[config.mk]
export PLATFORM = sky130hd
export DESIGN_NAME = pulse_counter_dead_time_storm_guard_core
export DESIGN_NICKNAME = d
export VERILOG_FILES = /design/src/rtl/core/pcdt_pkg.sv /design/src/rtl/core/pcdt_update.sv /design/src/rtl/core/pulse_counter_dead_time_storm_guard_core.sv
export SDC_FILE = /design/constraint.sdc
export NUM_CORES = 1
export LEC_CHECK = 0
export BUFFER_PORTS_ARGS = -buffer_cell sky130_fd_sc_hd__buf_4
export CORE_UTILIZATION = 30
export CTS_BUF_LIST = sky130_fd_sc_hd__clkbuf_16
export CTS_CLUSTER_DIAMETER = 200
export DETAILED_ROUTE_END_ITERATION = 7
export RECOVER_POWER = 50
export SYNTH_ARGS = -nofsm -noshare
export SYNTH_HDL_FRONTEND = slang
export SYNTH_SLANG_ARGS = --single-unit
[constraint.sdc]
create_clock -name clk -period 4.7 [get_ports clk]
set_input_delay 0.94 -clock clk [delete_from_list [all_inputs] [get_ports clk]]
set_output_delay 0.94 -clock clk [all_outputs]
set_load 0.005 [all_outputs]
[src/rtl/core/pcdt_pkg.sv]
// ----------------------------------------------------------------------------
// pcdt_pkg
// Types, codes and constants of the dead-time pulse counter with storm guard.
// ----------------------------------------------------------------------------
package pcdt_pkg;

  // Timestamp arithmetic width (time kept modulo 2^min(TIME_BITS,32))
  localparam int TIME_BITS = 32;
  localparam int TIME_W    = (TIME_BITS < 32) ? TIME_BITS : 32;

  localparam int DEAD_W  = 20;
  localparam int CNT_W   = 32;
  localparam int COOL_W  = 8;
  localparam int FIELD_W = 32;
  localparam int CMP_W   = (TIME_W > DEAD_W) ? TIME_W : DEAD_W;

  // Register reset values
  localparam logic [DEAD_W-1:0] DEAD_TIME_RST       = 20'd500;
  localparam logic [CNT_W-1:0]  STORM_THRESHOLD_RST = 32'd10000;
  localparam logic [COOL_W-1:0] COOLDOWN_RST        = 8'd5;
  localparam logic              INPUT_ENABLE_RST    = 1'b1;

  // Request opcodes
  typedef enum logic [1:0] {
    OP_PULSE   = 2'd0,
    OP_TICK    = 2'd1,
    OP_COLLECT = 2'd2,
    OP_LOAD    = 2'd3
  } op_t;

  // Configuration register indexes
  typedef enum logic [1:0] {
    REG_DEAD_TIME       = 2'd0,
    REG_STORM_THRESHOLD = 2'd1,
    REG_COOLDOWN        = 2'd2,
    REG_INPUT_ENABLE    = 2'd3
  } reg_idx_t;

  typedef struct packed {
    logic [DEAD_W-1:0] dead_time_us;
    logic [CNT_W-1:0]  storm_threshold;
    logic [COOL_W-1:0] cooldown_seconds;
    logic              input_enabled;
  } cfg_t;

  typedef struct packed {
    logic [TIME_W-1:0] last_accept_time;
    logic [CNT_W-1:0]  event_count;
    logic [CNT_W-1:0]  raw_edge_tally;
    logic [COOL_W-1:0] cooldown_left;
  } state_t;

  typedef struct packed {
    op_t                op;
    logic [FIELD_W-1:0] timestamp_us;
    logic [CNT_W-1:0]   load_value;
    logic               restart_dead_time;
  } item_t;

  typedef struct packed {
    logic [CNT_W-1:0]   count_value;
    logic               pulse_accepted;
    logic [FIELD_W-1:0] pulse_time;
    logic               storm_detected;
    logic               rearmed;
    logic               parked;
  } result_t;

endpackage

[src/rtl/core/pcdt_update.sv]
// ----------------------------------------------------------------------------
// pcdt_update
// Single-pass update: dead-time filter, storm guard and count handling for
// one request, giving the next state and the result.
// ----------------------------------------------------------------------------
module pcdt_update (
  input  pcdt_pkg::cfg_t    cfg,
  input  pcdt_pkg::state_t  state,
  input  pcdt_pkg::item_t   item,
  output pcdt_pkg::state_t  state_next,
  output pcdt_pkg::result_t result
);
  import pcdt_pkg::*;

  logic [TIME_W-1:0] ts;
  logic [TIME_W-1:0] elapsed;
  logic              dead_ok;
  logic              armed;
  logic [COOL_W-1:0] cool_dec;

  // Wrapping elapsed time since the last accepted pulse or dead-time restart
  assign ts       = item.timestamp_us[TIME_W-1:0];
  assign elapsed  = ts - state.last_accept_time;
  assign dead_ok  = CMP_W'(elapsed) >= CMP_W'(cfg.dead_time_us);
  assign armed    = cfg.input_enabled && (state.cooldown_left == '0);
  assign cool_dec = state.cooldown_left - COOL_W'(1);

  always_comb begin
    state_next            = state;
    result.count_value    = state.event_count;
    result.pulse_accepted = 1'b0;
    result.pulse_time     = '0;
    result.storm_detected = 1'b0;
    result.rearmed        = 1'b0;

    unique case (item.op)
      OP_PULSE: begin
        if (armed) begin
          state_next.raw_edge_tally = state.raw_edge_tally + CNT_W'(1);
          if (dead_ok) begin
            state_next.event_count      = state.event_count + CNT_W'(1);
            state_next.last_accept_time = ts;
            result.pulse_accepted       = 1'b1;
            result.pulse_time           = FIELD_W'(ts);
          end
        end
        result.count_value = state_next.event_count;
      end
      OP_TICK: begin
        // When input is enabled, tally is read and cleared; cooldown counts down or a storm loads the cooldown
        if (cfg.input_enabled) begin
          state_next.raw_edge_tally = '0;
          if (state.cooldown_left != '0) begin
            state_next.cooldown_left = cool_dec;
            result.rearmed           = (cool_dec == '0);
          end else if (state.raw_edge_tally > cfg.storm_threshold) begin
            state_next.cooldown_left = cfg.cooldown_seconds;
            result.storm_detected    = 1'b1;
          end
        end
      end
      OP_COLLECT: begin
        state_next.event_count = '0;
      end
      OP_LOAD: begin
        state_next.event_count = item.load_value;
        if (item.restart_dead_time) begin
          state_next.last_accept_time = ts;
        end
        result.count_value = item.load_value;
      end
      default: begin
        state_next = state;
      end
    endcase

    result.parked = (state_next.cooldown_left != '0);
  end

endmodule

[src/rtl/core/pulse_counter_dead_time_storm_guard_core.sv]
// ----------------------------------------------------------------------------
// pulse_counter_dead_time_storm_guard_core
// Dead-time pulse counter with raw-edge storm guard and cooldown.
// ----------------------------------------------------------------------------
//
//   channel  dir  handshake              payload
//   in       in   in_valid / in_ready    op, timestamp_us, load_value,
//                                        restart_dead_time
//   out      out  out_valid / out_ready  count_value, pulse_accepted, pulse_time,
//                                        storm_detected, rearmed, parked
//   cfg      in   cfg_valid / cfg_ready  cfg_index, cfg_data
//
// One request per cycle sustained while results are taken; each result passes
// the request register, then the result register. The rate is set by the
// combinational state update in pcdt_update, which the next request sees at
// once.
// rst is synchronous: state cleared, registers to their defaults.
// A stalled result holds the result register; the request register keeps
// one request meanwhile, so in_ready drops only when both are full.
// cfg_ready is always high.
module pulse_counter_dead_time_storm_guard_core (
  input  logic                           clk,
  input  logic                           rst,
  // request channel
  input  logic                           in_valid,
  output logic                           in_ready,
  input  pcdt_pkg::op_t                  op,
  input  logic [pcdt_pkg::FIELD_W-1:0]   timestamp_us,
  input  logic [pcdt_pkg::CNT_W-1:0]     load_value,
  input  logic                           restart_dead_time,
  // result channel
  output logic                           out_valid,
  input  logic                           out_ready,
  output logic [pcdt_pkg::CNT_W-1:0]     count_value,
  output logic                           pulse_accepted,
  output logic [pcdt_pkg::FIELD_W-1:0]   pulse_time,
  output logic                           storm_detected,
  output logic                           rearmed,
  output logic                           parked,
  // configuration channel
  input  logic                           cfg_valid,
  output logic                           cfg_ready,
  input  pcdt_pkg::reg_idx_t             cfg_index,
  input  logic [pcdt_pkg::CNT_W-1:0]     cfg_data
);
  import pcdt_pkg::*;

  cfg_t    cfg;
  state_t  state;
  state_t  state_next;
  item_t   req;
  logic    req_valid;
  result_t res;
  result_t res_next;
  logic    advance;

  // Pipeline control
  assign advance   = req_valid && (!out_valid || out_ready);
  assign in_ready  = !req_valid || advance;
  assign cfg_ready = 1'b1;

  // Configuration registers
  always_ff @(posedge clk) begin
    if (rst) begin
      cfg.dead_time_us     <= DEAD_TIME_RST;
      cfg.storm_threshold  <= STORM_THRESHOLD_RST;
      cfg.cooldown_seconds <= COOLDOWN_RST;
      cfg.input_enabled    <= INPUT_ENABLE_RST;
    end else if (cfg_valid && cfg_ready) begin
      unique case (cfg_index)
        REG_DEAD_TIME:       cfg.dead_time_us     <= cfg_data[DEAD_W-1:0];
        REG_STORM_THRESHOLD: cfg.storm_threshold  <= cfg_data;
        REG_COOLDOWN:        cfg.cooldown_seconds <= cfg_data[COOL_W-1:0];
        REG_INPUT_ENABLE:    cfg.input_enabled    <= cfg_data[0];
        default:             cfg                  <= cfg;
      endcase
    end
  end

  // Request register
  always_ff @(posedge clk) begin
    if (rst) begin
      req_valid <= 1'b0;
    end else if (in_ready) begin
      req_valid <= in_valid;
    end
  end

  always_ff @(posedge clk) begin
    if (in_valid && in_ready) begin
      req.op                <= op;
      req.timestamp_us      <= timestamp_us;
      req.load_value        <= load_value;
      req.restart_dead_time <= restart_dead_time;
    end
  end

  // Update logic
  pcdt_update u_update (
    .cfg        (cfg),
    .state      (state),
    .item       (req),
    .state_next (state_next),
    .result     (res_next)
  );

  // Counter state
  always_ff @(posedge clk) begin
    if (rst) begin
      state <= '0;
    end else if (advance) begin
      state <= state_next;
    end
  end

  // Result register
  always_ff @(posedge clk) begin
    if (rst) begin
      out_valid <= 1'b0;
    end else if (advance) begin
      out_valid <= 1'b1;
    end else if (out_ready) begin
      out_valid <= 1'b0;
    end
  end

  always_ff @(posedge clk) begin
    if (advance) begin
      res <= res_next;
    end
  end

  assign count_value    = res.count_value;
  assign pulse_accepted = res.pulse_accepted;
  assign pulse_time     = res.pulse_time;
  assign storm_detected = res.storm_detected;
  assign rearmed        = res.rearmed;
  assign parked         = res.parked;

endmodule

# After elaboration in Yosys (flattened, before gate mapping)
# Index checks and enable logic that the tools add are counted.
# word_totals
inputBits,106
wordCells,81
regBits,302
output_inout_bits,71
# op_classes
n_eq_ne,10
n_lt_le_gt_ge,2
bitwise_logic,2
reduce_logical,28
n_mux,15
n_addsub,4
# ops
operator,n
one-hot mux 32 bit (2 select lines),3
two-way mux 96 bit,1
one-hot mux 32 bit (3 select lines),1
"adder 32 x 1 -> 32 bit, second input constant",2
two-way mux 64 bit,1
two-way mux 40 bit,1
two-way mux 33 bit,1
>= comparator 32 x 20 -> 1 bit,1
greater-than comparator 32 bit,1
two-way mux 32 bit,1
subtractor 32 bit,1
two-way mux 8 bit,3
logical NOT 8 bit,2
nonzero test 8 bit,2
AND reduction 2 bit,6
"== test 2 bit, second input constant",4
"subtractor 8 x 1 -> 8 bit, second input constant",1
AND reduction 3 bit,2
nonzero test 2 bit,3
AND reduction 5 bit,1
"== test 2 x 1 -> 1 bit, second input constant",2
logical NOT 2 bit,2
"!= test 2 x 1 -> 1 bit, second input constant",2
"!= test 2 bit, second input constant",2
8 further kinds,15

# Logic depth before layout (Yosys ltp)
# Gate-level depths: netlist of run 1.
# logic_depth
ltp_word,6
ltp_mapped,24
mapped_depth_nobuf,21

# Modules after synthesis
# Synthesis of run 1 repeated with hierarchy kept, for this count alone.
# unflattened
cells_unflattened,2056
hier_area_um2,18552.8
# by_module_without_submodules
mod,n_inst,seq_area_each_um2,cells_per_inst,area_per_inst_um2
pulse_counter_dead_time_storm_guard_core,1,7397.1,860,10948.0
pcdt_update,1,0.0,1196,7604.8

# Worst setup path after synthesis of run 1
# No wires, ideal clock.
# synth_timing
path_kind,register to register
startpoint,register req[37] in the netlist's numbering
endpoint,"register res (netlist bit count_value[20]), data pin"
setup_ns,0.261
setup_slack_ns,-0.166
period_less_slack_ns,4.866
required_ns,4.439
stages_incl_launch_ff,22
path_buffers,1
t_arrival_ns,4.605
cell_sequence,edfxtp_1 -> ha_1 -> a21o_1 -> a31oi_1 -> a21oi_1 -> o21ai_0 -> nand2_1 -> a31oi_1 -> o21bai_1 -> xor2_1 -> ha_1 -> a21o_1 -> a21o_1 -> a21oi_1 -> o2111ai_2 -> a2111oi_4 -> o2111ai_2 -> or3_1 -> nor2_2 -> buf_4 -> nor4_1 -> a311o_1
# synth_lines
item,line,rtl
start: declaration,pulse_counter_dead_time_storm_guard_core.sv:51,item_t req;
end signal: assignment,pulse_counter_dead_time_storm_guard_core.sv:129,res <= res_next;
end: declaration,pulse_counter_dead_time_storm_guard_core.sv:53,result_t res;

==> metrics, run 1 <==
multiplexer area fraction after synthesis 0.00797; wire length per cell 18.5 um; Period minus WS final 4.86 ns; Worst-Skew Late Latency 0.56 ns; Fin Clk Skew 0.0273 ns; endpoints failing setup 103; area of the multi-input gates 8960 um^2; Post-synth ARST share 0; largest family of logic cells by synthesized area simple AND/OR/NAND/NOR gates; #FFs+latches synth 302; Worst Setup SP req[34]$_DFFE_PP_; total gr overflow 0; register area share after synthesis 0.445; routed via count 14900; post-synthesis compound-gate area fraction 0.183; Reg2Reg Depth 21; gpl congestion 0.900; Synth Area in XOR/XNOR 0.0274; row cnt 85; Least-Margin Pin Slew 3.57 ns; RSZ-0062 raised after global routing yes; area share of fa/ha/maj cells after synthesis 0.0696; Final #Nets 2283; I/O Buffers 175; power share of the combinational group 0.169; Die ar. 56400 um^2; worst r2r src req[34]$_DFFE_PP_; Initial Util 0.306; Cell variety after synth 81; CP Launch Type flop; largest net degree at the start of global routing 72; Max-cap violations 2; Fillers 5382; Power Dens Cells 318 nW/um^2; Cells after Synth 1862; Longest Clk Path Bufs 3; Core Util, Final 0.393; TritonCTS clock tree done; fraction of layout cells with a size suffix above 1 0.224; Post-synth top flop dfxtp_1; drt total wl 52600 um; Simple-Gate Fraction of Synth Area 0.212; Crit Path Category reg -> reg; R2R Setup Slk -0.16 ns; Final ANT Viol Nets 0; power consumption 6790 uW; WP data required 4.99 ns; achievable frequency 0.206 GHz; Reg clk slew, reported paths 0.06 ns; Arr. time, crit path 5.15 ns; core box area 54300 um^2; critical path endpoint category flop; r2r endpoint count_value[23]$_DFFE_PP_; IO Count 177; Sequential cell area 7400 um^2; Worst slew margin -1.38; Final period util 1.04; Hold WS 0.454 ns; Internal 4880 uW; Hold Path Class reg -> reg; Clk pwr share 0.397; crit path max fanout 8; DIE WIDTH 238 um; mapped cell area 16600 um^2; hpwl dp 36300 um; Max Transition Viols Final 132; H-tree levels 2; YS warnings 0; syn_area_per_cell 8.94 um^2; Starting DRT DRC Count 1250; DR DRC count 0; share of power burned in registers 0.434; Switching Fraction 0.280; area grow syn2layout 28.3%; chip height 238 um; clk sinks 302; GR Util All Layers 0.179; vias per cell 5.24; syn_nets 2060; Critical path destination count_value[23]$_DFFE_PP_; vias in the first global route 14200; final setup margin -0.165 ns; status finished, violations left; CTS Buf Count 37; VDD IR max 0.245 mV; Root Driver clkbuf_16; global-route wire length before repair 79700 um; Pre-antenna DRT Iters 5; antenna violations before repair 3; Fin. Hold Viols 0; P_sw 1900 uW; failing checks max-capacitance violations, max-slew violations, negative setup slack; EDFF count, synth 135; static leakage 0.00832 uW
[how the worst min path moves through the flow]
stage / startpoint / to / slack [ns] / depth (start not counted)
finish: cfg[29]$_SDFFE_PP0P_ / cfg[29]$_SDFFE_PP0P_ / 0.45 / 2
global route: cfg[16]$_SDFFE_PP0P_ / cfg[16]$_SDFFE_PP0P_ / 0.47 / 2
CTS: cfg[16]$_SDFFE_PP0P_ / cfg[16]$_SDFFE_PP0P_ / 0.46 / 2
detailed placement: cfg[16]$_SDFFE_PP0P_ / cfg[16]$_SDFFE_PP0P_ / 0.45 / 2
global placement: cfg[14]$_SDFFE_PP0P_ / cfg[14]$_SDFFE_PP0P_ / 0.45 / 2
floorplan: cfg[10]$_SDFFE_PP0P_ / cfg[10]$_SDFFE_PP0P_ / 0.44 / 2
[stage by stage]
stage,setup TNS [ns],instances,cell area (um^2),worst slack [ns]
floorplan,0,1862,16700,0.0216
global placement,-53.47,2758,19300,-0.597
detailed placement,-65.48,2758,19300,-0.706
CTS,-2.29,2832,20700,-0.0828
global route,-38.64,2851,21400,-0.395
finish,-8.03,2852,21400,-0.165
[worst max-delay path: stages, from the launching register on]
cell and delay [ns]:
edfxtp_1 0.41, ha_1 0.29, nor2b_4 0.13, o2111ai_2 0.28, a21oi_2 0.13, o21ai_1 0.18
nand2_1 0.12, a31oi_2 0.18, o21bai_1 0.10, xor2_1 0.15, ha_1 0.29, a21o_1 0.18
a21o_1 0.18, a21oi_2 0.15, o2111ai_2 0.14, a2111oi_4 0.41, o2111ai_4 0.21, or3_4 0.41
nor2_4 0.11, buf_12 0.16, nor4_1 0.06, a311o_1 0.30
[power groups by stage]
| stage | combinational (uW) | sequential (uW) | clock, uW |
|---|---|---|---|
| after floorplan | 601 | 2960 | 0 |
| after global placement | 992 | 2990 | 0 |
| after detailed placement | 1010 | 2990 | 0 |
| after CTS | 1040 | 2940 | 2780 |
| after global routing | 1250 | 2960 | 2880 |
| final | 1150 | 2940 | 2690 |
[cell usage after synthesis, drive strengths merged, types with 34 or more instances]
master	n	area, um^2
o211ai	39	293
nor2	135	512
and3	60	375
a21oi	151	759
nand2	266	998
nand3	69	345
inv	104	390
dfxtp	167	3340
ha	91	1140
nand4	40	250
edfxtp	135	4050
o21ai	60	300
nor3	41	216
xor2	34	298
clkbuf	98	370
[kinds of logic (layout without fill, tap and decap cells)]
kind of cell | count (synthesis) | in the layout
buffers and inverters | 228 | 478
AO/OA/AOI/OAI | 447 | 447
multiplexers | 13 | 13
XOR/XNOR | 52 | 52
adder cells (fa/ha/maj) | 92 | 92
AND/OR/NAND/NOR | 727 | 727
other | 1 | 2
flip-flops | 302 | 302
[cell usage in the layout (no fill, tap or decap), drive strengths merged, types with 13 or more instances in the layout]
cell and instances:
a21o 31, a21oi 151, a22o 31, a31oi 19, and2 15, and3 60, buf 230, clkbuf 116
clkinv 16, dfxtp 167, edfxtp 135, ha 91, inv 111, nand2 266, nand2b 14, nand3 69
nand4 40, nor2 135, nor3 41, nor4 13, o211ai 39, o21ai 60, xnor2 18, xor2 34
[routing by layer]
layer	part of all wire	global-route usage	vias up
li1	-	-	7195
met1	0.44	0.230	7127
met2	0.47	0.299	511
met3	0.062	0.0358	105
met4	0.025	0.0602	4
met5	0.00044	0	-
[repair_timing]
item,in CTS,in global routing
gates cloned,1,3
gates resized for setup,35,115
buffers inserted,9,18
hold buffers,0,0
pin swaps,27,55
endpoints found under the hold margin,0,0
setup endpoints to repair,129,129
[area by class of cell]
type / count / area share
multi-input combinational: 1332 / 0.420
tap: 739 / 0.0433
antenna: 1 / 0.000117
sequential: 302 / 0.346
timing repair buffer: 308 / 0.120
clock buffer: 38 / 0.0445
clock inverter: 28 / 0.00768
inverter: 104 / 0.0183
[state kept, by name, indices dropped and copies added (netlist names)]
signal / count
state: 104
req: 67
cfg: 61
count_value: 32
pulse_time: 32
out_valid: 1
parked: 1
pulse_accepted: 1
rearmed: 1
req_valid: 1
storm_detected: 1
Power figures use the tool's default switching activity.
==> inputs of run 2 (changes only) <==
--- a/config.mk
+++ b/config.mk
@@ -6,11 +6,13 @@
 export NUM_CORES = 1
 export LEC_CHECK = 0
 export BUFFER_PORTS_ARGS = -buffer_cell sky130_fd_sc_hd__buf_4
-export CORE_UTILIZATION = 30
+export CORE_UTILIZATION = 40
 export CTS_BUF_LIST = sky130_fd_sc_hd__clkbuf_16
 export CTS_CLUSTER_DIAMETER = 200
 export DETAILED_ROUTE_END_ITERATION = 7
 export RECOVER_POWER = 50
+export SLEW_MARGIN = 20
 export SYNTH_ARGS = -nofsm -noshare
 export SYNTH_HDL_FRONTEND = slang
+export SYNTH_HIERARCHICAL = 1
 export SYNTH_SLANG_ARGS = --single-unit
==> metrics, run 2 <==
status finished, violations left; failing checks design-rule violations, max-capacitance violations, max-slew violations, negative setup slack; Power Dens Cells 294 nW/um^2 (-7.5%); DP Worst Slack -0.368 ns (+0.338 ns); Worst path slowest cell edfxtp_1; IO Count 177 (unchanged); static leakage 0.00925 uW (+11%); hold buffer count at cts 0 (unchanged); max reg flops 104 (unchanged); crit-path leading delay family compound AO/OA/AOI/OAI gates; crit path max fanout 7 (-1); Final period util 1.05 (+0.0145); Reg clk slew, reported paths 0.06 ns (about the same); VDD IR max 0.306 mV (+25%); clk sinks 302 (unchanged); Worst slew margin -0.665 (+0.717); Fin. Hold Viols 0 (unchanged); area grow syn2layout 26.7%; Cells after Synth 2056 (+10%); Pre-antenna DRT Iters 8 (+3); Period minus WS final 4.93 ns (+0.0683 ns); Starting DRT DRC Count 1267 (+1.4%); EDFF count, synth 135 (unchanged); Post-synth top flop dfxtp_1; synth cell count leaders nand2_1, nand2b_1, dfxtp_1; Core Util, Final 0.516 (+0.123); R2R Setup Slk -0.23 ns (-0.07 ns); critical path endpoint category flop; Post-synth ARST share 0 (unchanged); YS warnings 6 (+6); vias in the first global route 15400 (+8.3%); gpl congestion 0.884 (-1.8%); Initial Util 0.407 (+0.101); top-count cell post-synth nand2_1; register area share after synthesis 0.399 (-0.0458); largest register by flop count state; Least-Margin Pin Slew 2.50 ns (-1.08 ns); largest net degree at the start of global routing 143 (+99%); CTS Buf Count 37 (unchanged); Final #Nets 2498 (+9.4%); antenna violations before repair 0 (-3); WP data required 5.11 ns (+0.12 ns); vias per cell 5.48 (+4.6%); Max Transition Viols Final 22 (-83%); core box area 45600 um^2 (-16%); #FFs+latches synth 302 (unchanged); TritonCTS clock tree done; DR DRC count 2 (+2); Die ar. 47200 um^2 (-16%); RSZ-0062 raised after global routing yes; most common cell after layout, fill and taps aside nand2_1; syn_area_per_cell 9.02 um^2 (+0.98%); global-route wire length before repair 80800 um (+1.4%); largest registers state: 104 flops, req: 67 flops, cfg: 61 flops; endpoints failing setup 122 (+18%); area share of the largest cell type after synthesis 0.219 (-0.0251); mapped cell area 18600 um^2 (+11%); hpwl dp 34400 um (-5.3%); most frequent cells in the layout nand2_1, buf_4, nand2b_1; Final ANT Viol Nets 0 (unchanged); syn_nets 2253 (+9.4%); largest cells by area after synthesis edfxtp_1, dfxtp_1, nand2b_1, mux2i_1, ha_1; final setup margin -0.233 ns (-0.0683 ns); fraction of layout cells with a size suffix above 1 0.224 (-0.000397); DIE WIDTH 217 um (-8.5%); Synth area leader edfxtp_1; H-tree levels 2 (unchanged); CP peak stage delay 0.44 ns (+0.03 ns); Hold Path Class reg -> reg; Arr. time, crit path 5.34 ns (+0.19 ns); chip height 217 um (-8.5%); antenna diode count 0 (-1); Root Driver clkbuf_16; GR Util All Layers 0.212 (+0.0327); wire length per cell 17.9 um (-2.8%); Longest Clk Path Bufs 3 (unchanged); routed via count 16100 (+7.5%); I/O Buffers 175 (unchanged); CP Launch Type flop; Worst Path Buf+Inv 3 (+2); Cell variety after synth 83 (+2.5%); Crit Path Category reg -> reg; cell mode on critical path a21o_1; Max-cap violations 1 (-1); row cnt 78 (-8.2%); Worst-Skew Late Latency 0.56 ns (about the same); achievable frequency 0.203 GHz (-1.4%); total gr overflow 0 (unchanged); Fin Clk Skew 0.0300 ns (+0.00272 ns); drt total wl 52600 um (-0.13%)
[run 2: stage by stage]
step	setup TNS, ns	cell area (um^2)	total power [uW]	hold slack [ns]	std cells
global route	-43.60	23500	7190	0.476	2930
CTS	-17.39	22800	6890	0.455	2901
floorplan	-0.00746	18600	3590	0.436	2056
detailed placement	-25.42	21000	4000	0.448	2813
global placement	-15.29	21000	3990	0.444	2813
finish	-14.99	23500	6910	0.454	2930
[run 2: path summary, 6_finish.rpt]
path / depth (start not counted) / startpoint / endpoint
max: 25 / req[41]$_DFFE_PP_ / state[97]$_SDFFE_PP0P_
min: 2 / cfg[32]$_SDFFE_PP0P_ / cfg[32]$_SDFFE_PP0P_
max reg2reg: 25 / req[41]$_DFFE_PP_ / state[97]$_SDFFE_PP0P_
min reg2reg: 2 / cfg[32]$_SDFFE_PP0P_ / cfg[32]$_SDFFE_PP0P_
[run 2: kinds of logic after synthesis]
family / count (synthesis) / synth area share
AND/OR/NAND/NOR: 839 / 0.238
AO/OA/AOI/OAI: 409 / 0.154
flip-flops: 302 / 0.399
buffers and inverters: 237 / 0.0551
multiplexers: 115 / 0.0621
adder cells (fa/ha/maj): 91 / 0.0618
XOR/XNOR: 62 / 0.0303
other: 1 / 0.000202
[run 2: per-layer routing]
layer | up-vias | wire length (um) | global-route usage
li1 | 7800 | - | -
met1 | 7704 | 23500 | 0.279
met2 | 451 | 24800 | 0.358
met3 | 101 | 2610 | 0.0256
met4 | 0 | 1610 | 0.0718
met5 | - | 0 | 0
[run 2: worst min-delay path, cell delays in order (launching register included)]
cell and delay [ns]:
dfxtp_1 0.31, nand2_1 0.05, a21oi_1 0.05
[run 2: where the power goes]
part	total (uW)	internal [uW]	switching [uW]	leakage [uW]
logic	1250	584	664	0.00600
registers	2920	2850	62.5	0.00265
clock network	2750	1580	1170	0.000606
[run 2: timing repair]
item / CTS / global route
hold endpoints to repair: 0 / 0
gates cloned: 4 / 8
pin swaps: 50 / 110
resized for setup: 118 / 81
setup buffers: 18 / 27
endpoints found under the setup margin: 126 / 128
[run 2: layout make-up]
| class | count | area [um^2] |
|---|---|---|
| Timing Repair Buffer | 334 | 2900 |
| Sequential cell | 302 | 7400 |
| Tap cell | 600 | 751 |
| Clock inverter | 30 | 206 |
| Inverter | 109 | 422 |
| Multi-Input combinational cell | 1517 | 10900 |
| Clock buffer | 38 | 951 |
| Fill cell | 4137 | 22100 |
